$ cat config.mk
export PLATFORM = sky130hd
export DESIGN_NAME = request_tag_tracker_core
export DESIGN_NICKNAME = d
export VERILOG_FILES = /design/src/sv/rtt_pkg.sv /design/src/sv/rtt_ctrl.sv /design/src/sv/rtt_datapath.sv /design/src/sv/request_tag_tracker_core.sv
export VERILOG_INCLUDE_DIRS = /design/src /design/src/sv
export SDC_FILE = /design/constraint.sdc
export NUM_CORES = 1
export LEC_CHECK = 0
export ABC_AREA = 1
export BUFFER_PORTS_ARGS = -buffer_cell sky130_fd_sc_hd__buf_2
export CORE_MARGIN = 1
export CORE_UTILIZATION = 40
export DETAILED_ROUTE_END_ITERATION = 10
export SLEW_MARGIN = 30
export SYNTH_ARGS = -nofsm -noshare
export SYNTH_HDL_FRONTEND = slang
export SYNTH_SLANG_ARGS = --single-unit
$ cat constraint.sdc
create_clock -name clk -period 7.1 [get_ports clk]
set_input_delay 1.065 -clock clk [delete_from_list [all_inputs] [get_ports clk]]
set_output_delay 1.065 -clock clk [all_outputs]
set_load 0.05 [all_outputs]
$ cat src/sv/request_tag_tracker_core_defines.svh
// assertion macros for the request tag tracker
`ifndef REQUEST_TAG_TRACKER_CORE_DEFINES_SVH
`define REQUEST_TAG_TRACKER_CORE_DEFINES_SVH

`ifndef SYNTHESIS

// same-cycle implication, checked out of reset
`define RTT_ASSERT_SAME(label, clk, rst_n, ante, cons) \
  label: assert property (@(posedge clk) disable iff (!rst_n) (ante) |-> (cons)) \
    else $error("rtt check failed");

// next-cycle implication, checked out of reset
`define RTT_ASSERT_NEXT(label, clk, rst_n, ante, cons) \
  label: assert property (@(posedge clk) disable iff (!rst_n) (ante) |=> (cons)) \
    else $error("rtt check failed");

`else

`define RTT_ASSERT_SAME(label, clk, rst_n, ante, cons)
`define RTT_ASSERT_NEXT(label, clk, rst_n, ante, cons)

`endif

`endif

$ cat src/sv/rtt_pkg.sv
// shared types and constants for the request tag tracker
package rtt_pkg;

  localparam int CAPACITY_DEF = 8;

  localparam int TAG_W  = 32;
  localparam int ACT_W  = 2;
  localparam int KIND_W = 3;
  localparam int OUTC_W = 2;

  localparam logic [ACT_W-1:0] ACT_RESERVE = 2'd0;
  localparam logic [ACT_W-1:0] ACT_RELEASE = 2'd1;
  localparam logic [ACT_W-1:0] ACT_PUBLISH = 2'd2;
  localparam logic [ACT_W-1:0] ACT_POP     = 2'd3;

  // controller to datapath
  typedef struct packed {
    logic load;
    logic bump;
    logic compare;
    logic do_reserve;
    logic do_release;
    logic do_publish;
    logic do_pop;
    logic reject;
  } cmd_t;

  // datapath to controller
  typedef struct packed {
    logic [ACT_W-1:0] action;
    logic             room;
    logic             ring_full;
    logic             ring_empty;
    logic             tag_nz;
    logic             pub_args_ok;
    logic             slot_hit;
    logic             cand_bad;
  } sts_t;

endpackage

$ cat src/sv/rtt_ctrl.sv
// sequencing state machine for the request tag tracker
module rtt_ctrl (
  input  logic          clk,
  input  logic          rst_n,
  input  logic          start,
  output logic          busy,
  input  rtt_pkg::sts_t sts,
  output rtt_pkg::cmd_t cmd
);

  localparam logic [1:0] S_IDLE   = 2'd0;
  localparam logic [1:0] S_DECODE = 2'd1;
  localparam logic [1:0] S_CMP    = 2'd2;
  localparam logic [1:0] S_EVAL   = 2'd3;

  logic [1:0] state_r;
  logic [1:0] state_nxt;

  always_ff @(posedge clk) begin
    if (!rst_n) begin
      state_r <= S_IDLE;
    end else begin
      state_r <= state_nxt;
    end
  end

  assign busy = (state_r != S_IDLE);

  always_comb begin
    cmd       = '0;
    state_nxt = state_r;
    case (state_r)
      S_IDLE: begin
        if (start) begin
          cmd.load  = 1'b1;
          state_nxt = S_DECODE;
        end
      end
      S_DECODE: begin
        case (sts.action)
          rtt_pkg::ACT_RESERVE: begin
            if (sts.room) begin
              cmd.bump  = 1'b1;
              state_nxt = S_CMP;
            end else begin
              cmd.reject = 1'b1;
              state_nxt  = S_IDLE;
            end
          end
          rtt_pkg::ACT_POP: begin
            if (!sts.ring_empty) begin
              cmd.do_pop = 1'b1;
            end else begin
              cmd.reject = 1'b1;
            end
            state_nxt = S_IDLE;
          end
          default: begin
            state_nxt = S_CMP;
          end
        endcase
      end
      S_CMP: begin
        cmd.compare = 1'b1;
        state_nxt   = S_EVAL;
      end
      S_EVAL: begin
        state_nxt = S_IDLE;
        case (sts.action)
          rtt_pkg::ACT_RESERVE: begin
            if (sts.cand_bad) begin
              cmd.bump  = 1'b1;
              state_nxt = S_CMP;
            end else begin
              cmd.do_reserve = 1'b1;
            end
          end
          rtt_pkg::ACT_RELEASE: begin
            if (sts.tag_nz && sts.slot_hit) begin
              cmd.do_release = 1'b1;
            end else begin
              cmd.reject = 1'b1;
            end
          end
          rtt_pkg::ACT_PUBLISH: begin
            if (sts.pub_args_ok && sts.slot_hit && !sts.ring_full) begin
              cmd.do_publish = 1'b1;
            end else begin
              cmd.reject = 1'b1;
            end
          end
          default: begin
            cmd.reject = 1'b1;
          end
        endcase
      end
      default: begin
        state_nxt = S_IDLE;
      end
    endcase
  end

endmodule

$ cat src/sv/rtt_datapath.sv
// tag table, result fifo, id counter and result registers
module rtt_datapath #(
  parameter int CAPACITY = rtt_pkg::CAPACITY_DEF
) (
  input  logic                       clk,
  input  logic                       rst_n,
  input  logic [rtt_pkg::ACT_W-1:0]  in_action,
  input  logic [rtt_pkg::TAG_W-1:0]  in_req_tag,
  input  logic [rtt_pkg::KIND_W-1:0] in_op_kind,
  input  logic [rtt_pkg::OUTC_W-1:0] in_op_outcome,
  input  logic                       in_sim_busy,
  input  rtt_pkg::cmd_t              cmd,
  output rtt_pkg::sts_t              sts,
  output logic                       out_valid,
  output logic                       out_success,
  output logic [rtt_pkg::TAG_W-1:0]  out_tag,
  output logic [rtt_pkg::KIND_W-1:0] out_kind,
  output logic [rtt_pkg::OUTC_W-1:0] out_outcome,
  output logic                       out_sim_busy
);

  localparam int IDX_W = (CAPACITY > 1) ? $clog2(CAPACITY) : 1;
  localparam int CNT_W = $clog2(CAPACITY + 1);
  localparam logic [IDX_W-1:0] LAST_IDX = IDX_W'(CAPACITY - 1);

  // latched word
  logic [rtt_pkg::ACT_W-1:0]  act_r;
  logic [rtt_pkg::TAG_W-1:0]  tag_r;
  logic [rtt_pkg::KIND_W-1:0] kind_r;
  logic [rtt_pkg::OUTC_W-1:0] outc_r;
  logic                       sim_r;

  logic [rtt_pkg::TAG_W-1:0]  ctr_r;

  // reservation table
  logic [rtt_pkg::TAG_W-1:0]  slot_tag_r [CAPACITY];
  logic [CAPACITY-1:0]        slot_used_r;
  logic [CNT_W-1:0]           total_r;

  // result fifo
  logic [rtt_pkg::TAG_W-1:0]  ring_tag_r  [CAPACITY];
  logic [rtt_pkg::KIND_W-1:0] ring_kind_r [CAPACITY];
  logic [rtt_pkg::OUTC_W-1:0] ring_outc_r [CAPACITY];
  logic                       ring_sim_r  [CAPACITY];
  logic [CAPACITY-1:0]        ring_occ_r;
  logic [IDX_W-1:0]           head_r;
  logic [IDX_W-1:0]           tail_r;
  logic [CNT_W-1:0]           fill_r;

  logic [CAPACITY-1:0]        slot_hit_r;
  logic [CAPACITY-1:0]        ring_hit_r;

  logic                       out_valid_r;
  logic                       out_success_r;
  logic [rtt_pkg::TAG_W-1:0]  out_tag_r;
  logic [rtt_pkg::KIND_W-1:0] out_kind_r;
  logic [rtt_pkg::OUTC_W-1:0] out_outc_r;
  logic                       out_sim_r;

  logic [rtt_pkg::TAG_W-1:0]  key;
  logic [IDX_W-1:0]           free_idx;
  logic [IDX_W-1:0]           hit_idx;
  logic [IDX_W-1:0]           head_inc;
  logic [IDX_W-1:0]           tail_inc;
  logic [CNT_W:0]             live_sum;
  logic                       respond;

  assign key      = (act_r == rtt_pkg::ACT_RESERVE) ? ctr_r : tag_r;
  assign head_inc = (head_r == LAST_IDX) ? '0 : head_r + IDX_W'(1);
  assign tail_inc = (tail_r == LAST_IDX) ? '0 : tail_r + IDX_W'(1);
  assign live_sum = {1'b0, total_r} + {1'b0, fill_r};
  assign respond  = cmd.do_reserve | cmd.do_release | cmd.do_publish | cmd.do_pop |
                    cmd.reject;

  // lowest free slot and lowest matching slot
  always_comb begin
    free_idx = '0;
    hit_idx  = '0;
    for (int i = CAPACITY - 1; i >= 0; i--) begin
      if (!slot_used_r[i]) begin
        free_idx = IDX_W'(i);
      end
      if (slot_hit_r[i]) begin
        hit_idx = IDX_W'(i);
      end
    end
  end

  always_comb begin
    sts.action      = act_r;
    sts.room        = (live_sum < (CNT_W + 1)'(CAPACITY));
    sts.ring_full   = (fill_r == CNT_W'(CAPACITY));
    sts.ring_empty  = (fill_r == '0);
    sts.tag_nz      = (tag_r != '0);
    sts.pub_args_ok = (tag_r != '0) && (kind_r != '0) && (outc_r != '0);
    sts.slot_hit    = |slot_hit_r;
    sts.cand_bad    = (ctr_r == '0) || (|slot_hit_r) || (|ring_hit_r);
  end

  // control state
  always_ff @(posedge clk) begin
    if (!rst_n) begin
      ctr_r       <= '0;
      slot_used_r <= '0;
      total_r     <= '0;
      ring_occ_r  <= '0;
      head_r      <= '0;
      tail_r      <= '0;
      fill_r      <= '0;
      out_valid_r <= 1'b0;
    end else begin
      out_valid_r <= respond;
      if (cmd.bump) begin
        ctr_r <= ctr_r + rtt_pkg::TAG_W'(1);
      end
      if (cmd.do_reserve) begin
        slot_used_r[free_idx] <= 1'b1;
        total_r               <= total_r + CNT_W'(1);
      end
      if (cmd.do_release) begin
        slot_used_r[hit_idx] <= 1'b0;
        total_r              <= total_r - CNT_W'(1);
      end
      if (cmd.do_publish) begin
        slot_used_r[hit_idx] <= 1'b0;
        total_r              <= total_r - CNT_W'(1);
        ring_occ_r[tail_r]   <= 1'b1;
        tail_r               <= tail_inc;
        fill_r               <= fill_r + CNT_W'(1);
      end
      if (cmd.do_pop) begin
        ring_occ_r[head_r] <= 1'b0;
        head_r             <= head_inc;
        fill_r             <= fill_r - CNT_W'(1);
      end
    end
  end

  // payload
  always_ff @(posedge clk) begin
    if (cmd.load) begin
      act_r  <= in_action;
      tag_r  <= in_req_tag;
      kind_r <= in_op_kind;
      outc_r <= in_op_outcome;
      sim_r  <= in_sim_busy;
    end
    if (cmd.compare) begin
      for (int i = 0; i < CAPACITY; i++) begin
        slot_hit_r[i] <= slot_used_r[i] && (slot_tag_r[i] == key);
        ring_hit_r[i] <= ring_occ_r[i] && (ring_tag_r[i] == key);
      end
    end
    if (cmd.do_reserve) begin
      slot_tag_r[free_idx] <= ctr_r;
    end
    if (cmd.do_publish) begin
      ring_tag_r[tail_r]  <= tag_r;
      ring_kind_r[tail_r] <= kind_r;
      ring_outc_r[tail_r] <= outc_r;
      ring_sim_r[tail_r]  <= sim_r;
    end
    if (respond) begin
      out_success_r <= !cmd.reject;
      out_tag_r     <= cmd.do_reserve ? ctr_r :
                       cmd.do_pop     ? ring_tag_r[head_r] : '0;
      out_kind_r    <= cmd.do_pop ? ring_kind_r[head_r] : '0;
      out_outc_r    <= cmd.do_pop ? ring_outc_r[head_r] : '0;
      out_sim_r     <= cmd.do_pop ? ring_sim_r[head_r] : 1'b0;
    end
  end

  assign out_valid    = out_valid_r;
  assign out_success  = out_success_r;
  assign out_tag      = out_tag_r;
  assign out_kind     = out_kind_r;
  assign out_outcome  = out_outc_r;
  assign out_sim_busy = out_sim_r;

endmodule

$ cat src/sv/request_tag_tracker_core.sv
// top level of the request tag tracker
//
//  channel   ports                                         handshake
//  -------   -------------------------------------------   -----------------------
//  in        in_action in_req_tag in_op_kind                start high, busy low
//            in_op_outcome in_sim_busy
//  out       out_success out_tag out_kind out_outcome      out_valid, one cycle
//            out_sim_busy
//
//  reserve: decode, then a compare pass and an evaluate step, repeated for every candidate
//    tag that is zero or still live (one compare pass per candidate)
//  release and publish: decode, compare pass, evaluate
//  pop, and a reserve with no room: settled in decode
//  the result strobe rides in the first cycle busy is low again; it cannot be stalled
//  rst_n is synchronous; it empties the tag table and fifo and zeroes the counter
`include "request_tag_tracker_core_defines.svh"

module request_tag_tracker_core #(
  parameter int CAPACITY = rtt_pkg::CAPACITY_DEF
) (
  input  logic                       clk,
  input  logic                       rst_n,
  // input word
  input  logic                       start,
  output logic                       busy,
  input  logic [rtt_pkg::ACT_W-1:0]  in_action,
  input  logic [rtt_pkg::TAG_W-1:0]  in_req_tag,
  input  logic [rtt_pkg::KIND_W-1:0] in_op_kind,
  input  logic [rtt_pkg::OUTC_W-1:0] in_op_outcome,
  input  logic                       in_sim_busy,
  // result word
  output logic                       out_valid,
  output logic                       out_success,
  output logic [rtt_pkg::TAG_W-1:0]  out_tag,
  output logic [rtt_pkg::KIND_W-1:0] out_kind,
  output logic [rtt_pkg::OUTC_W-1:0] out_outcome,
  output logic                       out_sim_busy
);

  // command and status between sequencer and datapath
  rtt_pkg::cmd_t cmd;
  rtt_pkg::sts_t sts;

  logic in_fire;

  assign in_fire = start && !busy;

  // sequencer: decode, compare pass, evaluate, retry loop for reserve
  rtt_ctrl u_ctrl (
    .clk   (clk),
    .rst_n (rst_n),
    .start (start),
    .busy  (busy),
    .sts   (sts),
    .cmd   (cmd)
  );

  // tag table, result fifo, id counter, parallel tag compare, result registers
  rtt_datapath #(
    .CAPACITY (CAPACITY)
  ) u_dp (
    .clk           (clk),
    .rst_n         (rst_n),
    .in_action     (in_action),
    .in_req_tag    (in_req_tag),
    .in_op_kind    (in_op_kind),
    .in_op_outcome (in_op_outcome),
    .in_sim_busy   (in_sim_busy),
    .cmd           (cmd),
    .sts           (sts),
    .out_valid     (out_valid),
    .out_success   (out_success),
    .out_tag       (out_tag),
    .out_kind      (out_kind),
    .out_outcome   (out_outcome),
    .out_sim_busy  (out_sim_busy)
  );

  // a result only shows once the sequencer is back in idle
  `RTT_ASSERT_SAME(a_strobe_idle, clk, rst_n, out_valid, !busy)

  // an accepted word makes the block busy with no stale strobe
  `RTT_ASSERT_NEXT(a_accept_busy, clk, rst_n, in_fire, busy && !out_valid)

  // the fifo is never popped empty
  `RTT_ASSERT_SAME(a_pop_nonempty, clk, rst_n, cmd.do_pop, !sts.ring_empty)

  // a publish needs a reserved tag and fifo space
  `RTT_ASSERT_SAME(a_publish_ok, clk, rst_n, cmd.do_publish,
                   sts.slot_hit && !sts.ring_full)

endmodule
Word level (Yosys, flattened, before mapping)
Memories as Yosys holds them, arrays and structs flattened. A register that Yosys moved wholly into a read port is not among the register bits.
Index checks and enable logic that the tools add are counted.
{"block": "totals", "n_memories": 5, "inputBits": 43, "ramBits": 560, "register_bits": 154}
{"name": "u_dp.ring_tag_r", "depth": 8, "word_bits": 32, "read_ports": 9, "rd_clocked_by_memory_dff": 1, "write_ports": 1, "line_no": "rtt_datapath.sv:41", "source": "logic [rtt_pkg::TAG_W-1:0] ring_tag_r [CAPACITY];"}
{"name": "u_dp.slot_tag_r", "depth": 8, "word_bits": 32, "read_ports": 8, "rd_clocked_by_memory_dff": 0, "write_ports": 1, "line_no": "rtt_datapath.sv:36", "source": "logic [rtt_pkg::TAG_W-1:0] slot_tag_r [CAPACITY];"}
{"name": "u_dp.ring_kind_r", "depth": 8, "word_bits": 3, "read_ports": 1, "rd_clocked_by_memory_dff": 1, "write_ports": 1, "line_no": "rtt_datapath.sv:42", "source": "logic [rtt_pkg::KIND_W-1:0] ring_kind_r [CAPACITY];"}
{"name": "u_dp.ring_outc_r", "depth": 8, "word_bits": 2, "read_ports": 1, "rd_clocked_by_memory_dff": 1, "write_ports": 1, "line_no": "rtt_datapath.sv:43", "source": "logic [rtt_pkg::OUTC_W-1:0] ring_outc_r [CAPACITY];"}
{"name": "u_dp.ring_sim_r", "depth": 8, "word_bits": 1, "read_ports": 1, "rd_clocked_by_memory_dff": 1, "write_ports": 1, "line_no": "rtt_datapath.sv:44", "source": "logic ring_sim_r [CAPACITY];"}
{"block": "op_classes", "reduce_logical": 44, "bitwise": 11, "muxes": 79, "addsub": 8, "magnitude_cmp": 9, "eq_ne": 26}
{"cell": "$eq A32 B32 Y1", "count": 16}
{"cell": "$mux W32", "count": 3}
{"cell": "$mux W8", "count": 8}
{"cell": "$mux W3", "count": 21}
{"cell": "$add A32 B1 Y32 const B", "count": 1}
{"cell": "$logic_not A32 Y1", "count": 1}
{"cell": "$reduce_bool A32 Y1", "count": 1}
{"cell": "$mux W1", "count": 28}
{"cell": "$logic_and A1 B1 Y1", "count": 25}
{"cell": "$and A8 B8 Y8", "count": 3}
{"cell": "$mux W4", "count": 5}
{"cell": "$lt A3 B4 Y1 const B", "count": 4}
{"cell": "$not A8 Y8", "count": 2}
{"cell": "$or A8 B8 Y8", "count": 2}
{"cell": "$reduce_or A8 Y1", "count": 2}
{"cell": "$demux W1 S3", "count": 4}
{"cell": "$ge A3 B1 Y1 const B", "count": 4}
{"cell": "$add A4 B1 Y4 const B", "count": 2}
{"cell": "$eq A2 B2 Y1 const B", "count": 4}
{"cell": "$mux W2", "count": 4}
{"cell": "$pmux W2 S4", "count": 1}
{"cell": "$sub A4 B1 Y4 const B", "count": 2}
{"cell": "$add A3 B1 Y3 const B", "count": 2}
{"cell": "$eq A3 B3 Y1 const B", "count": 2}
{"cell": "15 further kinds", "count": 30}

Logic depth before layout (Yosys ltp)
Gate-level depths: netlist (run 1).
{"block": "logic_depth", "depth_word": 20, "mapped_depth": 17, "depth_no_buf": 13}

Hierarchy
A second synthesis (run 1) with hierarchy kept.
{"block": "hier_totals", "cells_unflattened": 4111, "hier_area_um2": 36361.1}
{"module": "rtt_datapath", "cells_per_inst": 4060, "area_per_inst_um2": 36073.3, "instances": 1}
{"module": "rtt_ctrl", "cells_per_inst": 51, "area_per_inst_um2": 287.8, "instances": 1}

Least setup slack after synthesis (run 1)
Ideal clock, no wire load.
{"block": "synth_timing", "path_kind": "reg2reg", "from": "register u_dp.ctr_r[0] (netlist name)", "to": "memory u_dp.slot_tag_r[0][0] (netlist name) (enable)", "path_stages_with_launch": 10, "path_slack_ns": 2.057, "arrival_time_ns": 4.541, "period_less_slack_ns": 5.043, "setup_ns": 0.502, "cell_sequence": "dfxtp_1 -> inv_1 -> ha_1 -> nand2_1 -> nor2_1 -> and2_1 -> nand2_2 -> nand3_4 -> buf_2 -> nor4_1"}
{"block": "synth_between", "elab_chain_cells": 8}
{"element": "from (decl)", "line_no": "rtt_datapath.sv:33", "source": "logic [rtt_pkg::TAG_W-1:0] ctr_r;"}
{"element": "from (signal assigned)", "line_no": "rtt_datapath.sv:114", "source": "ctr_r <= ctr_r + rtt_pkg::TAG_W'(1);"}
{"element": "$logic_not A32 Y1", "line_no": "rtt_datapath.sv:97", "source": "sts.cand_bad = (ctr_r == '0) || (|slot_hit_r) || (|ring_hit_r);"}
{"element": "$logic_or A1 B1 Y1 (2 in series)", "line_no": "rtt_datapath.sv:97"}
{"element": "$mux W1", "line_no": "rtt_ctrl.sv:71", "source": "if (sts.cand_bad) begin"}
{"element": "$mux W1", "line_no": "rtt_ctrl.sv:69", "source": "case (sts.action)"}
{"element": "$mux W3", "line_no": "rtt_ctrl.sv:32", "source": "case (state_r)"}
{"element": "$mux W1", "line_no": "rtt_datapath.sv:154", "source": "if (cmd.do_reserve) begin"}
{"element": "$mux W1 (implied by the code)", "line_no": "rtt_datapath.sv:155", "source": "slot_tag_r[free_idx] <= ctr_r;"}
{"element": "to (decl)", "line_no": "rtt_datapath.sv:36"}
Every way passes these cells.

Worst setup path in the final report (run 1)
{"block": "layout_timing", "from": "register u_dp.ctr_r[0] (netlist name)", "to": "memory u_dp.slot_tag_r[5][29] (netlist name) (enable)"}
The elaborated chain is that of the path after synthesis.

==> summary.md, run 1 <==
| Metric | Value |
|---|---|
| Post-place instance area | `about 36000 sq um` |
| Net Count, Synth | `3428` |
| GR Util All Layers | `30.9%` |
| P_leak | `13.6 nW` |
| CTS max path bufs | `3` |
| Clock skew | `34.5 ps` |
| Largest cells by area after synthesis | `edfxtp_1 (57%), nand2_1 (7.3%), o21ai_0 (4.6%)` |
| Residual DRC count | `0` |
| Maximum Capacitance Violations | `0` |
| Tmin final | `4140 ps` |
| # IOs | `84` |
| Synth cell types | `62` |
| Post-DP HPWL | `92.5 mm` |
| Final cell area excluding filler cells | `38800 sq um` |
| Setup Fix Bufs, Post-CTS | `0` |
| Startpoint Class | `register` |
| WHS | `495 ps` |
| Pwr Density | `248 nW/um^2` |
| First-pass GRT wire length | `roughly 190 mm` |
| Vias in the first global route | `25.3k` |
| Clock slew at reported path FFs | `60 ps` |
| Sequential element share of the synthesized area | `60.9%` |
| Number of flops mapped to enable cells by yosys | `655` |
| Share of cells above drive strength 1 | `roughly 12%` |
| Row count | `107` |
| Iteration-0 DRC Markers | `4253` |
| Warnings, synthesis | `0` |
| Post-detailed-route count of antenna-violating nets | `0` |
| WL final | `roughly 140 mm` |
| Area growth, synth to finish | `12.4%` |
| Fill cell count | `7954` |
| Synth Instances | `around 3.4k` |
| Int Power | `7.22 mW` |
| Top FF cell, synth | `edfxtp_1` |
| Final hold violation count | `0` |
| Worst path required time | `7370 ps` |
| Wirelength per Cell | `29.3 microns` |
| Pre-CTS setup slack | `3070 ps` |
| Synthesized cell area | `34500 sq um` |
| Initial DRT Pass Iterations | `6` |
| CTS tree | `done` |
| Clock power frac | `43.4%` |
| Synth Register Bits | `723` |
| Final Slew Violations | `0` |
| Largest net degree at the start of global routing | `just over 80` |
| I/O Buffers | `83` |
| Worst-Skew Late Latency | `660 ps` |
| Post-layout util | `between 40% and 50%` |
| Status | `complete, no violations` |
| Total power | `9.61 mW` |
| RSZ-0062 raised after global routing | `false` |
| Initial antenna violation count | `7` |
| Final nets | `between 3k and 4k` |
| Die area | `87500 sq um` |
| Crit path DAT | `roughly 4400 ps` |
| Setup ws final | `between 2000 and 3000 ps` |
| Sequential Power Share | `49.0%` |
| P_sw | `2.39 mW` |
| Inserted Clock Buffers | `79` |
| Worst VDD drop | `0.190 mV` |
| Die Y | `296 microns` |
| GRT overflow | `0` |
| Post-synthesis average cell area | `between 10 and 15 sq um` |
| Vias per std cell | `5.90` |
| Ys async rst share | `0%` |
| Die width | `296 microns` |
| Root buffer cell | `clkbuf_16` |
| Starting Density | `a little over 40%` |
| Area leader, netlist | `edfxtp_1` |
| H-tree depth | `3` |
| Hold_buf cts | `0` |
| Final std cells w/o fill | `~4.7k` |
| Total of cells resized after clock tree synthesis | `0` |
| Clock tree sinks | `a little over 700` |
| Setup TNS | `0 ps` |
| Placed instance count | `4510` |
| Hold/Removal Path Class | `register to register` |
| Worst setup EP type | `register` |
| Share of the synthesized area in the top cell type | `between 50% and 60%` |
| Crit path max fanout | `32` |
| Placeable Area | `85300 sq um` |
| Gate power share | `7.6%` |
| Slew headroom | `between 30% and 40%` |
| Setup violators final | `0` |
| Placer Congestion | `approximately 1.0` |
| Final worst-path cycle share | `58.3%` |
| Routed vias | `27.5k` |
| Kind of critical path | `register to register` |
| Net Sw Frac | `24.8%` |
| Actual transition at the worst max-transition pin | `1010 ps` |
| Max frequency | `0.242 GHz` |
-- area by class of cell --
class / count / area [sq um] / area share, %
Timing Repair Buffer: 163 / 1080 / 2.77
Sequential cell: 723 / 21000 / 54.2
Clock buffer: 96 / 2090 / 5.39
Antenna cell: 2 / 5.00 / 0.0129
Tap cell: 1144 / 1430 / 3.69
Clock inverter: 49 / 485 / 1.25
Inverter: 209 / 801 / 2.06
Multi-Input combinational cell: 2274 / 11900 / 30.6
-- cell usage in the layout, fill, tap and decap left out, drive strengths merged, types with 96 or more instances in the layout --
cell type  count
nand2        707
edfxtp       655
nor2         421
o21ai        325
inv          208
buf          163
a21oi        114
nand3        106
xor2         102
clkbuf        96
-- cells by family (layout without fill, tap and decap cells) --
kind of cell	after synthesis	in the layout	synth area share, %
other cells	0	2	0
compound gates	673	673	11.5
mux	1	1	0.0290
fa+ha+maj	19	19	0.711
flops	723	723	60.9
xor+xnor	176	176	4.47
buf+inv	369	517	4.98
simple gates	1405	1405	17.4
-- sequential cells by signal, indices dropped and copies added, names as in the netlist, 2 cells and up, named ones only --
| signal | count |
|---|---|
| u_dp.ring_occ_r | 8 |
| u_dp.out_kind | 3 |
| u_dp.kind_r | 3 |
| u_dp.ring_outc_r | 16 |
| u_dp.out_outcome | 2 |
| u_dp.act_r | 2 |
| u_dp.slot_tag_r | 256 |
| u_dp.ring_kind_r | 24 |
| u_dp.ring_sim_r | 8 |
| u_dp.tag_r | 32 |
| u_dp.out_tag | 32 |
| u_dp.total_r | 4 |
| u_dp.slot_used_r | 8 |
| u_dp.ctr_r | 32 |
| u_dp.fill_r | 4 |
| u_dp.ring_hit_r | 8 |
| u_dp.slot_hit_r | 8 |
| u_dp.ring_tag_r | 256 |
| u_dp.head_r | 3 |
| u_dp.tail_r | 3 |
| u_dp.outc_r | 2 |
| u_ctrl.state_r | 2 |
-- synthesized netlist by cell type (3+ instances only) --
cell      count
nand2_1     671
edfxtp_1    655
nor2_1      418
o21ai_0     315
inv_1       184
a21oi_1     113
nand3_1     104
xor2_1      102
o22ai_1      91
xnor2_1      74
dfxtp_1      68
clkbuf_1     60
buf_2        51
nand4_1      46
o211ai_1     40
a221oi_1     39
or2_2        35
nor3_1       34
or2_1        32
buf_6        26
nand2_2      24
o221ai_1     21
ha_1         18
inv_2        18
buf_4        13
nand2_4      12
o21a_1       10
o21ai_1       9
buf_1         8
nor4_1        8
and3_1        7
a211oi_1      4
a22o_1        4
a41oi_1       4
nand3b_1      4
o31ai_1       4
a211oi_2      3
a31oi_1       3
a32o_1        3
inv_4         3
-- worst paths after layout --
kind	start	endpoint	slack, ps	cells past startpoint
min	u_dp.ctr_r[12]	u_dp.ctr_r[12]	500	2
max reg2reg	u_dp.ctr_r[0]	u_dp.slot_tag_r[5][29]	2960	10
min reg2reg	u_dp.ctr_r[12]	u_dp.ctr_r[12]	500	2
max	u_dp.ctr_r[0]	u_dp.slot_tag_r[5][29]	2960	10
-- critical path, cell delays in order (launching register included) --
cell	delay, ps
dfxtp_1	980
inv_1	310
ha_1	290
nand2_1	60
nor2_1	60
and2_1	160
nand2_2	180
nand3_4	300
clkinv_2	310
nand4_1	270
nor2_4	800
-- layer usage --
| metal | track usage (%) | wire length (microns) | vias up | part of all wire, % |
|---|---|---|---|---|
| met5 | 0 | 54 | - | 0.040 |
| met4 | 14.8 | 7190 | 8 | 5.3 |
| met3 | 7.70 | 17500 | 349 | 13 |
| met2 | 45.6 | 57900 | 1927 | 42 |
| met1 | 42.4 | 53900 | 13300 | 39 |
| li1 | - | - | 11900 | - |
-- power by group through the flow --
stage / clock network (mW) / registers, mW / logic, mW
finish: 4.17 / 4.71 / 0.727
global route: 4.35 / 4.71 / 0.750
CTS: 4.19 / 4.70 / 0.704
detailed placement: 0 / 4.79 / 0.701
global placement: 0 / 4.79 / 0.700
floorplan: 0 / 4.81 / 0.400
(Power assumes the default switching activity.)
==> inputs of run 2 (changes only) <==
==> constraint.sdc (replaced) <==
create_clock -name clk -period 3.58 [get_ports clk]
set_input_delay 0.537 -clock clk [delete_from_list [all_inputs] [get_ports clk]]
set_output_delay 0.537 -clock clk [all_outputs]
set_load 0.05 [all_outputs]
==> run 2 against run 1 <==
Net effect:
- clock-buffer cell count grew 12
- worst hold slack lost 450 ps
- total power grew 96%
- largest cell class unchanged
- clock power rose by 92%
- first-iteration DRC count is 3.6% lower
- register-to-register slack worse by 2500 ps
- sequential share of layout area down 0.64 points
- critical path depth grew 1
- global-route usage up 0.41 points
- critical endpoint is now u_dp.slot_hit_r[2]
- non-clock buffer count increased by 53
==> summary.md, run 2 (synthesized netlist as in run 1, its figures left out) <==
| Metric | Value |
|---|---|
| Iteration-0 DRC Markers | `4101 (-3.6%)` |
| Post-detailed-route count of antenna-violating nets | `0 (unchanged)` |
| Final worst-path cycle share | `88.1% (+30 points)` |
| Status | `complete, no violations` |
| Hold_buf cts | `0 (unchanged)` |
| CTS tree | `done` |
| Total of cells resized after clock tree synthesis | `0 (unchanged)` |
| Final nets | `3565 (+1.5%)` |
| Worst VDD drop | `0.404 mV (+110%)` |
| Slew headroom | `35.9% (+3.1 points)` |
| Final Slew Violations | `0 (unchanged)` |
| P_leak | `13.8 nW (+1.8%)` |
| Max frequency | `0.317 GHz (+31%)` |
| I/O Buffers | `83 (unchanged)` |
| Share of cells above drive strength 1 | `12.8% (+1.2 points)` |
| Wirelength per Cell | `29.1 microns (-0.51%)` |
| Reg2reg path depth | `11 (+1)` |
| Sequential Power Share | `49.7% (+0.7 points)` |
| H-tree depth | `3 (unchanged)` |
| Placed instance count | `4566 (+1.2%)` |
| Worst setup EP type | `register` |
| Post-DP HPWL | `97.2 mm (+5.0%)` |
| Pwr Density | `479 nW/um^2 (+93%)` |
| Total power | `18.8 mW (+96%)` |
| Inserted Clock Buffers | `79 (unchanged)` |
| Startpoint Class | `register` |
| GRT overflow | `0 (unchanged)` |
| Final cell area excluding filler cells | `39300 sq um (+1.2%)` |
| Routed vias | `27.8k (+0.94%)` |
| Biggest regs | `u_dp.ring_tag_r (256), u_dp.slot_tag_r (256)` |
| Worst path required time | `4080 ps (-3290 ps)` |
| CTS max path bufs | `3 (unchanged)` |
| Vias per std cell | `5.89 (-0.15%)` |
| Setup slack, reg-to-reg | `430 ps (-2540 ps)` |
| Residual DRC count | `0 (unchanged)` |
| Commonest non-fill, non-tap cell in the layout | `nand2_1` |
| Hold Crit Start | `in_req_tag[17]` |
| Die area | `87500 sq um (unchanged)` |
| WHS | `45.0 ps (-450 ps)` |
| WL final | `137 mm (+0.58%)` |
| Net Sw Frac | `25.5% (+0.67 points)` |
| Clock slew at reported path FFs | `60 ps (about the same)` |
| Most frequent cells in the layout | `nand2_1 (671), edfxtp_1 (655), nor2_1 (412)` |
| Starting Density | `40.5% (unchanged)` |
| Initial DRT Pass Iterations | `6 (unchanged)` |
| Worst-Skew Late Latency | `660 ps (about the same)` |
| GR Util All Layers | `31.3% (+0.41 points)` |
| Clock power frac | `42.7% (-0.7 points)` |
| Root buffer cell | `clkbuf_16` |
| Tmin final | `3150 ps (-983 ps)` |
| Clock skew | `27.4 ps (-7.08 ps)` |
| Hold depth | `1 (-1)` |
| Setup TNS | `0 ps (unchanged)` |
| Hold/Removal Path Class | `primary input to register` |
| Int Power | `14.0 mW (+94%)` |
| Setup ws final | `427 ps (-2540 ps)` |
| Setup Fix Bufs, Post-CTS | `0 (unchanged)` |
| First-pass GRT wire length | `192 mm (+1.2%)` |
| Actual transition at the worst max-transition pin | `961 ps (-46.6 ps)` |
| Vias in the first global route | `25.4k (+0.61%)` |
| Maximum Capacitance Violations | `0 (unchanged)` |
| Initial antenna violation count | `9 (+2)` |
| Pre-CTS setup slack | `549 ps (-2520 ps)` |
| Row count | `107 (unchanged)` |
| Placer Congestion | `1.03 (-0.42%)` |
| Die Y | `296 microns (unchanged)` |
| Largest net degree at the start of global routing | `101 (+25%)` |
| P_sw | `4.79 mW (+100%)` |
| Gate power share | `7.6% (about the same)` |
| Crit path DAT | `3650 ps (-750 ps)` |
| Setup violators final | `0 (unchanged)` |
| Final std cells w/o fill | `4711 (+1.1%)` |
| # IOs | `84 (unchanged)` |
| Post-place instance area | `36800 sq um (+1.8%)` |
| Kind of critical path | `register to register` |
| Worst hold path endpoint | `u_dp.tag_r[17]` |
| Final hold violation count | `0 (unchanged)` |
| Worst r2r src | `u_dp.act_r[0]` |
| FF-to-FF End | `u_dp.slot_hit_r[2]` |
| Area growth, synth to finish | `13.8%` |
| Die width | `296 microns (unchanged)` |
| Post-layout util | `46.0% (+0.54 points)` |
| RSZ-0062 raised after global routing | `false` |
| Clock tree sinks | `723 (unchanged)` |
| Crit path max fanout | `23 (-28%)` |
| Placeable Area | `85300 sq um (unchanged)` |
-- run 2: final cells by class --
class / instances / area [sq um]
Tap cell: 1144 / 1430
Timing Repair Buffer: 216 / 1640
Clock buffer: 108 / 2150
Clock inverter: 36 / 343
Multi-Input combinational cell: 2274 / 11900
Fill cell: 7932 / 46000
Inverter: 209 / 801
Antenna cell: 1 / 2.50
Sequential cell: 723 / 21000
-- run 2: worst max path at each step --
stage                        start                      to  slack (ps)  cells past startpoint
floorplan           u_dp.kind_r[1]  u_dp.ring_kind_r[6][0]        -670                      7
global placement     u_dp.act_r[0]      u_dp.slot_hit_r[7]         570                     12
detailed placement   u_dp.act_r[0]      u_dp.slot_hit_r[5]         550                     12
CTS                  u_dp.act_r[0]      u_dp.slot_hit_r[2]         480                     11
global route         u_dp.act_r[0]      u_dp.slot_hit_r[2]         310                     11
finish               u_dp.act_r[0]      u_dp.slot_hit_r[2]         430                     11
-- run 2: per-layer routing --
layer  GRT usage [%]  wire length [microns]  vias up
met3            6.84                  16900      372
met1            43.3                  54200    13300
met2            45.7                  57800     1978
met5               0                     67        -
met4            16.9                   8370        8
li1                -                      -    12100
-- run 2: power by group through the flow --
| stage | registers [mW] | logic (mW) | clock network, mW |
|---|---|---|---|
| 2_1_floorplan | 9.53 | 0.792 | 0 |
| 6_report | 9.34 | 1.44 | 8.02 |
| 3_5_place_dp | 9.52 | 1.39 | 0 |
| 5_1_grt | 9.34 | 1.50 | 8.36 |
| 4_1_cts | 9.34 | 1.40 | 8.07 |
| 3_3_place_gp | 9.52 | 1.39 | 0 |
-- run 2: critical path, stage by stage, from the launching register on --
cell and delay (ps):
edfxtp_1 450, inv_1 120, ha_2 250, buf_4 280
nand2_1 110, nand2_2 490, inv_1 330, nand2_1 160
nand2_1 80, nor4_1 310, nand3_1 230, nor2_1 170
